`config.mk`:
```
export PLATFORM = sky130hd
export DESIGN_NAME = distance_vector_route_table
export DESIGN_NICKNAME = d
export VERILOG_FILES = /design/src/sv/dvrt_pkg.sv /design/src/sv/dvrt_entry_unit.sv /design/src/sv/distance_vector_route_table.sv
export SDC_FILE = /design/constraint.sdc
export NUM_CORES = 1
export LEC_CHECK = 0
export BUFFER_PORTS_ARGS = -buffer_cell sky130_fd_sc_hd__buf_2
export CORE_AREA = 2 2 243 245
export CTS_CLUSTER_DIAMETER = 30
export CTS_CLUSTER_SIZE = 16
export DETAILED_ROUTE_END_ITERATION = 10
export DIE_AREA = 0 0 245 247
export GPL_TIMING_DRIVEN = 0
export REMOVE_ABC_BUFFERS = 1
export SYNTH_ARGS = -nofsm -noshare
export SYNTH_HDL_FRONTEND = slang
export SYNTH_SLANG_ARGS = --single-unit
```
`constraint.sdc`:
```
create_clock -name clk_i -period 11.1 [get_ports clk_i]
set_clock_uncertainty 0.15 [all_clocks]
set_input_delay 1.11 -clock clk_i [delete_from_list [all_inputs] [get_ports clk_i]]
set_output_delay 1.11 -clock clk_i [all_outputs]
set_load 0.03 [all_outputs]
```
`src/sv/dvrt_pkg.sv`:
```
// Shared types, widths and operation codes for the distance-vector route table.
// Used by dvrt_entry_unit and distance_vector_route_table; depends on nothing.
package dvrt_pkg;

  localparam int unsigned DEFAULT_TABLE_DEPTH   = 16;
  localparam int unsigned DEFAULT_INFINITE_COST = 999;

  localparam int unsigned ID_W    = 8;
  localparam int unsigned COST_W  = 10;
  localparam int unsigned INDEX_W = 4;
  localparam int unsigned RCNT_W  = 5;

  typedef enum logic [2:0] {
    FUNC_CLEAR  = 3'd0,
    FUNC_APPEND = 3'd1,
    FUNC_APPLY  = 3'd2,
    FUNC_DEATH  = 3'd3,
    FUNC_READ   = 3'd4
  } func_e;

  typedef struct packed {
    logic [ID_W-1:0]   dest;
    logic [ID_W-1:0]   hop;
    logic [COST_W-1:0] cost;
  } entry_t;

  localparam int unsigned ENTRY_W = $bits(entry_t);

  // Operands that the sequencer hands to the entry unit for one scan.
  typedef struct packed {
    logic              death;
    logic [ID_W-1:0]   node;
    logic [ID_W-1:0]   rdest;
    logic [ID_W-1:0]   sender;
    logic              rhop_me;
    logic [COST_W-1:0] cost;
  } scan_ctrl_t;

endpackage

```
`src/sv/dvrt_entry_unit.sv`:
```
// Shared compare and update unit applied to one stored route per cycle.
// Depends on dvrt_pkg.
module dvrt_entry_unit #(
  parameter int unsigned INFINITE_COST = dvrt_pkg::DEFAULT_INFINITE_COST
) (
  input  dvrt_pkg::entry_t     entry_i,
  input  dvrt_pkg::scan_ctrl_t ctrl_i,
  output dvrt_pkg::entry_t     entry_o,
  output logic                 wr_o,
  output logic                 match_o
);
  import dvrt_pkg::*;

  localparam logic [COST_W-1:0] Inf = COST_W'(INFINITE_COST);

  always_comb begin
    entry_o = entry_i;
    wr_o    = 1'b0;
    match_o = 1'b0;
    if (ctrl_i.death) begin
      if (entry_i.hop == ctrl_i.node && entry_i.cost != Inf) begin
        entry_o.cost = Inf;
        wr_o         = 1'b1;
      end
    end else if (entry_i.dest == ctrl_i.rdest) begin
      match_o = 1'b1;
      if (entry_i.hop == ctrl_i.sender) begin
        // The sender is our next hop: its word is taken as it stands.
        if (entry_i.cost != ctrl_i.cost) begin
          entry_o.cost = ctrl_i.cost;
          wr_o         = 1'b1;
        end
      end else if (!ctrl_i.rhop_me && entry_i.cost > ctrl_i.cost) begin
        entry_o.cost = ctrl_i.cost;
        entry_o.hop  = ctrl_i.sender;
        wr_o         = 1'b1;
      end
    end
  end

endmodule

```
`src/sv/distance_vector_route_table.sv`:
```
// Distance-vector route table, top level. Depends on dvrt_pkg and dvrt_entry_unit.
// A transaction goes from idle to the finish state, which registers its result once
// the output is free. A read passes the read state on the way; a scan over a non-empty
// table passes the scan state, once per route, then the drain state, reading the table
// memory through its single read port. Input is taken only in idle, one at a time.
// Reset (asynchronous, active low) empties the table and sets my_id to 0; no clearing pass.
module distance_vector_route_table #(
  parameter int unsigned TABLE_DEPTH   = dvrt_pkg::DEFAULT_TABLE_DEPTH,
  parameter int unsigned INFINITE_COST = dvrt_pkg::DEFAULT_INFINITE_COST
) (
  input  logic        clk_i,
  input  logic        rst_ni,
  // Configuration: my_id is written whenever cfg_we_i is high.
  input  logic        cfg_we_i,
  input  logic [7:0]  cfg_wdata_i,
  // Input transactions.
  input  logic        s_axis_tvalid,
  output logic        s_axis_tready,
  // tdata from bit 0: node_id[7:0], entry_index[11:8], origin_id[19:12],
  // packet_dest[27:20], route_dest[35:28], route_next_hop[43:36],
  // route_cost[53:44], link_cost[63:54]
  input  logic [63:0] s_axis_tdata,
  // tuser: func[2:0]
  input  logic [2:0]  s_axis_tuser,
  // Result transactions.
  output logic        m_axis_tvalid,
  input  logic        m_axis_tready,
  // tdata from bit 0: entry_dest[7:0], entry_next_hop[15:8], entry_cost[25:16],
  // route_count[30:26], zero[31]
  output logic [31:0] m_axis_tdata,
  // tuser from bit 0: changed[0], table_full[1], entry_valid[2]
  output logic [2:0]  m_axis_tuser
);
  import dvrt_pkg::*;

  localparam int unsigned IDX_W = (TABLE_DEPTH > 1) ? $clog2(TABLE_DEPTH) : 1;
  localparam int unsigned CNT_W = $clog2(TABLE_DEPTH + 1);
  localparam int unsigned RD_W  = (CNT_W > INDEX_W) ? CNT_W : INDEX_W;
  localparam logic [COST_W-1:0] Inf = COST_W'(INFINITE_COST);

  // The sequencer. A scan issues one memory read per cycle; the entry unit sees the
  // registered data in the next cycle, so the last route is handled in the drain state.
  typedef enum logic [2:0] {
    ST_IDLE,
    ST_SCAN,
    ST_DRAIN,
    ST_READ,
    ST_FINISH
  } state_e;

  state_e state_q;

  logic [ID_W-1:0]    my_id_q;
  logic [CNT_W-1:0]   count_q;
  logic [CNT_W-1:0]   ptr_q;
  logic [CNT_W-1:0]   wptr_q;
  logic               vld_q;
  logic               found_q;
  logic               chg_q;

  // Operands of the transaction in progress.
  logic [2:0]         func_q;
  logic [ID_W-1:0]    node_q;
  logic [INDEX_W-1:0] idx_q;
  logic [ID_W-1:0]    sender_q;
  logic [ID_W-1:0]    rdest_q;
  logic [COST_W-1:0]  rcost_q;
  logic [COST_W-1:0]  cost_q;
  logic               rhop_me_q;
  logic               addr_me_q;
  logic               in_range_q;

  logic               out_valid_q;
  logic [2:0]         out_user_q;
  logic [31:0]        out_data_q;

  // Table memory, one route to a word, with a registered read port.
  logic [ENTRY_W-1:0] mem_q [TABLE_DEPTH];
  entry_t             rd_q;

  // Unpacked input fields.
  logic [ID_W-1:0]    in_node;
  logic [INDEX_W-1:0] in_idx;
  logic [ID_W-1:0]    in_sender;
  logic [ID_W-1:0]    in_pdest;
  logic [ID_W-1:0]    in_rdest;
  logic [ID_W-1:0]    in_rhop;
  logic [COST_W-1:0]  in_rcost;
  logic [COST_W-1:0]  in_lcost;
  logic [COST_W:0]    in_sum;
  logic [COST_W-1:0]  in_cost;

  assign in_node   = s_axis_tdata[7:0];
  assign in_idx    = s_axis_tdata[11:8];
  assign in_sender = s_axis_tdata[19:12];
  assign in_pdest  = s_axis_tdata[27:20];
  assign in_rdest  = s_axis_tdata[35:28];
  assign in_rhop   = s_axis_tdata[43:36];
  assign in_rcost  = s_axis_tdata[53:44];
  assign in_lcost  = s_axis_tdata[63:54];

  // The received cost is saturated at infinity before it is held.
  assign in_sum  = {1'b0, in_rcost} + {1'b0, in_lcost};
  assign in_cost = (in_sum > {1'b0, Inf}) ? Inf : in_sum[COST_W-1:0];

  assign s_axis_tready = (state_q == ST_IDLE);
  assign m_axis_tvalid = out_valid_q;
  assign m_axis_tuser  = out_user_q;
  assign m_axis_tdata  = out_data_q;

  logic in_fire;
  assign in_fire = s_axis_tvalid && s_axis_tready;

  // Shared entry unit.
  scan_ctrl_t scan_ctrl;
  entry_t     unit_entry;
  logic       unit_wr;
  logic       unit_match;

  always_comb begin
    scan_ctrl.death   = (func_q == FUNC_DEATH);
    scan_ctrl.node    = node_q;
    scan_ctrl.rdest   = rdest_q;
    scan_ctrl.sender  = sender_q;
    scan_ctrl.rhop_me = rhop_me_q;
    scan_ctrl.cost    = cost_q;
  end

  dvrt_entry_unit #(
    .INFINITE_COST(INFINITE_COST)
  ) u_entry (
    .entry_i (rd_q),
    .ctrl_i  (scan_ctrl),
    .entry_o (unit_entry),
    .wr_o    (unit_wr),
    .match_o (unit_match)
  );

  // Completion of a transaction, the append and the memory ports.
  logic               fin_go;
  logic               room;
  logic               want_app;
  logic               app_go;
  logic               scan_wr;
  entry_t             app_entry;
  logic               mem_we;
  logic [IDX_W-1:0]   mem_waddr;
  entry_t             mem_wdata;
  logic               rd_en;
  logic [IDX_W-1:0]   rd_addr;
  logic [CNT_W-1:0]   ptr_nxt;
  logic [CNT_W-1:0]   count_nxt;
  logic               res_changed;
  logic               res_full;
  entry_t             res_entry;

  always_comb begin
    fin_go   = (state_q == ST_FINISH) && (!out_valid_q || m_axis_tready);
    room     = (count_q < CNT_W'(TABLE_DEPTH));
    want_app = (func_q == FUNC_APPEND) ||
               ((func_q == FUNC_APPLY) && addr_me_q && !found_q);
    app_go   = fin_go && want_app && room;
    scan_wr  = vld_q && unit_wr;
    ptr_nxt  = ptr_q + CNT_W'(1);

    if (func_q == FUNC_APPEND) begin
      app_entry.dest = node_q;
      app_entry.hop  = node_q;
      app_entry.cost = rcost_q;
    end else begin
      app_entry.dest = rdest_q;
      app_entry.hop  = sender_q;
      app_entry.cost = cost_q;
    end

    mem_we    = scan_wr || app_go;
    mem_waddr = scan_wr ? wptr_q[IDX_W-1:0] : count_q[IDX_W-1:0];
    mem_wdata = scan_wr ? unit_entry : app_entry;

    rd_en   = (state_q == ST_SCAN) || (state_q == ST_READ);
    rd_addr = (state_q == ST_READ) ? IDX_W'(idx_q) : ptr_q[IDX_W-1:0];

    // Outcome of the transaction, taken when it completes.
    res_changed = 1'b0;
    res_full    = 1'b0;
    res_entry   = '0;
    count_nxt   = count_q;
    case (func_q)
      FUNC_CLEAR: begin
        res_changed = (count_q != '0);
        count_nxt   = '0;
      end
      FUNC_APPEND: begin
        res_changed = room;
        res_full    = !room;
      end
      FUNC_APPLY: begin
        if (addr_me_q) begin
          if (found_q) begin
            res_changed = chg_q;
          end else begin
            res_changed = room;
            res_full    = !room;
          end
        end
      end
      FUNC_DEATH: begin
        res_changed = chg_q;
      end
      FUNC_READ: begin
        if (in_range_q) begin
          res_entry = rd_q;
        end
      end
      default: begin
      end
    endcase
    if (want_app && room) begin
      count_nxt = count_q + CNT_W'(1);
    end
  end

  always_ff @(posedge clk_i) begin
    if (mem_we) begin
      mem_q[mem_waddr] <= mem_wdata;
    end
  end

  always_ff @(posedge clk_i) begin
    if (rd_en) begin
      rd_q <= entry_t'(mem_q[rd_addr]);
    end
  end

  always_ff @(posedge clk_i or negedge rst_ni) begin
    if (!rst_ni) begin
      my_id_q <= '0;
    end else if (cfg_we_i) begin
      my_id_q <= cfg_wdata_i;
    end
  end

  // Operands are captured with each accepted transaction; they need no reset.
  always_ff @(posedge clk_i) begin
    if (in_fire) begin
      func_q     <= s_axis_tuser;
      node_q     <= in_node;
      idx_q      <= in_idx;
      sender_q   <= in_sender;
      rdest_q    <= in_rdest;
      rcost_q    <= in_rcost;
      cost_q     <= in_cost;
      rhop_me_q  <= (in_rhop == my_id_q);
      addr_me_q  <= (in_pdest == my_id_q);
      in_range_q <= (RD_W'(in_idx) < RD_W'(count_q));
    end
  end

  // Sequencer with the route count and the result register.
  always_ff @(posedge clk_i or negedge rst_ni) begin
    if (!rst_ni) begin
      state_q     <= ST_IDLE;
      count_q     <= '0;
      ptr_q       <= '0;
      wptr_q      <= '0;
      vld_q       <= 1'b0;
      found_q     <= 1'b0;
      chg_q       <= 1'b0;
      out_valid_q <= 1'b0;
      out_user_q  <= '0;
      out_data_q  <= '0;
    end else begin
      // A result taken in the same cycle as a new one is loaded leaves valid high.
      if (out_valid_q && m_axis_tready && !fin_go) begin
        out_valid_q <= 1'b0;
      end

      if (vld_q) begin
        found_q <= found_q || unit_match;
        chg_q   <= chg_q || unit_wr;
      end

      case (state_q)
        ST_IDLE: begin
          vld_q <= 1'b0;
          if (in_fire) begin
            ptr_q   <= '0;
            found_q <= 1'b0;
            chg_q   <= 1'b0;
            if (((s_axis_tuser == FUNC_APPLY && in_pdest == my_id_q) ||
                 s_axis_tuser == FUNC_DEATH) && count_q != '0) begin
              state_q <= ST_SCAN;
            end else if (s_axis_tuser == FUNC_READ) begin
              state_q <= ST_READ;
            end else begin
              state_q <= ST_FINISH;
            end
          end
        end
        ST_SCAN: begin
          vld_q  <= 1'b1;
          wptr_q <= ptr_q;
          if (ptr_nxt == count_q) begin
            state_q <= ST_DRAIN;
          end else begin
            ptr_q <= ptr_nxt;
          end
        end
        ST_DRAIN: begin
          vld_q   <= 1'b0;
          state_q <= ST_FINISH;
        end
        ST_READ: begin
          state_q <= ST_FINISH;
        end
        ST_FINISH: begin
          if (fin_go) begin
            count_q     <= count_nxt;
            out_valid_q <= 1'b1;
            out_user_q  <= {(func_q == FUNC_READ) && in_range_q, res_full, res_changed};
            out_data_q  <= {1'b0, RCNT_W'(count_nxt), res_entry.cost,
                            res_entry.hop, res_entry.dest};
            state_q     <= ST_IDLE;
          end
        end
        default: begin
          state_q <= ST_IDLE;
        end
      endcase
    end
  end

`ifndef SYNTHESIS
  // The route count never passes the table depth.
  assert property (@(posedge clk_i) disable iff (!rst_ni)
    count_q <= CNT_W'(TABLE_DEPTH))
    else $error("route count beyond table depth");

  // A dropped append never reports a change to the table.
  assert property (@(posedge clk_i) disable iff (!rst_ni)
    m_axis_tvalid |-> !(m_axis_tuser[0] && m_axis_tuser[1]))
    else $error("changed and table_full both set");

  // The route count moves only when a transaction completes.
  assert property (@(posedge clk_i) disable iff (!rst_ni)
    (state_q != ST_FINISH) |=> $stable(count_q))
    else $error("route count changed outside completion");

  // Scan writes fall only in the scan and drain states.
  assert property (@(posedge clk_i) disable iff (!rst_ni)
    scan_wr |-> (state_q == ST_SCAN || state_q == ST_DRAIN))
    else $error("table write outside a scan");
`endif

endmodule

```
==> reports/metrics.csv <==
metric;value;unit
RSZ-0062 raised after global routing;no;
worst-margin pin slew;1.37;ns
Worst EP required;11.27;ns
M2 GR Usage;30.4;%
setup TNS;0;ns
status;finished, final reports clean;
Max Fclk;196;MHz
multiplexer share of the synthesized area;11.5;%
Adder-Cell Fraction of Synth Area;1.50;%
cell area after synthesis;23000;sq um
final slew viol count;0;
most common cell after layout, fill and taps aside;edfxtp_1;
Power Internal;5.24;mW
WS Path Type;flip-flop to flip-flop;
Hold Path Origin;m_axis_tuser[2];
Post-Synth XOR/XNOR Area;2.02;%
Initial Util;39.5;%
synth unique cells;68;
Leak Pwr;10.6;nW
GRT Residual Overflow;0;
# IOs;117;
syn_area_per_cell;17.7;sq um
CP peak stage delay;0.96;ns
via density per instance;5.56;
commonest non-fill, non-tap cells in the layout;496 x edfxtp_1, 114 x buf_2, 109 x clkbuf_16;
met1 GRT Util;27.7;%
CTS tree;yes;
Area Growth Syn to Fin;27.3;%
Most common cell on crit path;buf_4;
register-to-register path setup slack;6.00;ns
hold depth;1;
Layout Nets;1648;
simple-gate share of the synthesized area;5.56;%
CP endpoint kind;flip-flop;
Clk Latency, worst-skew pair;0.63;ns
max_slew headroom;8.77;%
post-synthesis cell count;1300;
Port Buf Inserts;115;
P_sw;1.93;mW
YS warnings;0;
core outline area;58200;sq um
Critical R2R Launch;node_q[3];
cts bufs inserted;107;
DRC;0;
post-synthesis sequential area ratio;71.0;%
R2R depth;9;
number of synthesized flops with an enable pin;496;
Critical R2R Capture;mem_q[2][21];
total setup buffers inserted after CTS;0;
Sw Share;26.9;%
crit start category;flip-flop;
H-tree depth;3;
Main synth FF type;edfxtp_1;
Die Wd;245;microns
initial antenna violation count;0;
clock-pin slew on the worst setup and hold paths;0.05;ns
Max VDD drop;0.000130;V
post-cts sizing count;0;
share of cells above drive strength 1;32.3;%
Hold Path End;m_axis_tuser[2];
worst hold path type;flip-flop to flip-flop;
total of max-cap violations;0;
clock root buffer;clkbuf_16;
vias;13374;
drt pass-1 iters;5;
Synth Area in Compound Gates;6.02;%
DIE HEIGHT;247;microns
period utilization;45.9;%
top cell type's share of synthesized area;64.7;%
die area;60500;sq um
Post-DP HPWL;38.9;mm
Final Hold Viols;0;
main combinational cell family by area after synthesis;multiplexers;
area leader, netlist;edfxtp_1;
Setup violations, final;0;
DRT iter0 DRCs;1295;
clock tree buffer depth;3;
Post-synth ARST share;10.5;%
Comb pwr share;16.9;%
largest net degree at the start of global routing;59;
post-layout util;50.3;%
final worst path period need;5.10;ns
Antenna Nets Post-Route;0;
Seq pwr share;37.6;%
grt peak-use layer;met2;
Yosys reg bits;554;
Total Routing Usage GR;19.6;%
crit-path cells;xor2_1 -> nor4_1 -> o21ai_0 -> nand4b_1 -> a21boi_4 -> buf_16 -> o41ai_2 -> buf_4 -> buf_4;
vias in the first global route;13483;
worst-path cell with the longest stage delay;o41ai_2;
# hold bufs at CTS;0;
P per Cell Area;244;nW/um^2
# rows;89;
power share of the clock group;45.4;%
largest cells by area after synthesis;edfxtp_1 65%, mux4_2 10%, dfrtp_1 6.3%, ha_1 1.4%, nand2_1 1.4%;
clock sink count;554;
DR WL/cell;24.2;microns
routability-driven placement congestion ratio;0.789;
first-pass GRT wire length;86.6;mm
grt met3 use;3.47;%
Arr. time, crit path;5.27;ns
antenna cells;0;
worst-path fanout max;24;
total routed wirelength;58.1;mm
kinds of logic after synthesis:
group           count (synthesis)
other cells                     1
fa+ha+maj                      27
simple gates                  254
flops                         554
compound gates                183
xor+xnor                       53
mux                           129
buf+inv                        99
worst max-delay path, delay by kind of cell (launching register included):
kind,cells,cell delay (ns)
and+or+nand+nor,2,1.33
buffers and inverters,3,0.80
AOI/OAI and AO/OA,3,1.71
xor gates and xnor gates,1,0.23
DFF,1,0.55
synth_stat cells, types with 20 or more instances:
cell type  number
and2_1         29
nand2_1        83
a22o_1         26
clkbuf_1       20
edfxtp_1      496
dfrtp_1        58
a21oi_1        22
buf_2          22
inv_1          41
nor2_1         40
ha_1           26
a211oi_1       26
a31oi_1        28
xnor2_1        32
xor2_1         21
nand3_1        25
mux4_2        104
power by group through the flow:
stage | clock network (mW) | registers [mW] | logic (mW)
floorplan | 0 | 2.74 | 0.743
global placement | 0 | 2.73 | 1.13
detailed placement | 0 | 2.73 | 1.22
CTS | 3.30 | 2.69 | 1.23
global route | 3.40 | 2.71 | 1.31
finish | 3.25 | 2.70 | 1.21
per-layer routing:
layer / share of wire, % / vias to the layer above
li1: - / 5747
met2: 46 / 562
met1: 44 / 6959
met4: 3.0 / 0
met5: 0 / -
met3: 6.6 / 106
sequential cells by signal (all words and copies together) (netlist names), 3 cells and up:
| signal | cells |
|---|---|
| mem_q | 416 |
| m_axis_tdata | 26 |
| rd_q | 26 |
| cost_q | 10 |
| rcost_q | 10 |
| my_id_q | 8 |
| node_q | 8 |
| rdest_q | 8 |
| sender_q | 8 |
| count_q | 5 |
| ptr_q | 5 |
| idx_q | 4 |
| wptr_q | 4 |
| func_q | 3 |
| m_axis_tuser | 3 |
| state_q | 3 |
through the flow:
| step | setup slack [ns] | hold slack [ns] | std cells | area, sq um | power (mW) |
|---|---|---|---|---|---|
| floorplan | 5.01 | 0.335 | 1242 | 22600 | 3.49 |
| finish | 6.00 | 0.329 | 2405 | 29300 | 7.16 |
| detailed placement | 6.02 | 0.319 | 2205 | 25600 | 3.95 |
| global placement | 0.191 | 0.308 | 2130 | 24200 | 3.87 |
| global route | 5.99 | 0.345 | 2405 | 29300 | 7.42 |
| CTS | 6.01 | 0.329 | 2405 | 29300 | 7.22 |
cell type report:
class | instances | area (sq um)
Clock buffer | 122 | 2820
Clock inverter | 78 | 886
Fill cell | 4677 | 28900
Inverter | 41 | 154
Multi-Input combinational cell | 647 | 6340
Sequential cell | 554 | 16300
Tap cell | 773 | 967
Timing Repair Buffer | 190 | 1810
worst max path at each step:
stage,startpoint,end,cells after the start
floorplan,state_q[0],rd_q[0],7
global placement,node_q[3],mem_q[1][8],6
detailed placement,node_q[3],mem_q[2][24],9
CTS,node_q[3],mem_q[2][21],9
global route,node_q[3],mem_q[1][9],7
finish,node_q[3],mem_q[2][21],9
(Power assumes the default switching activity.)
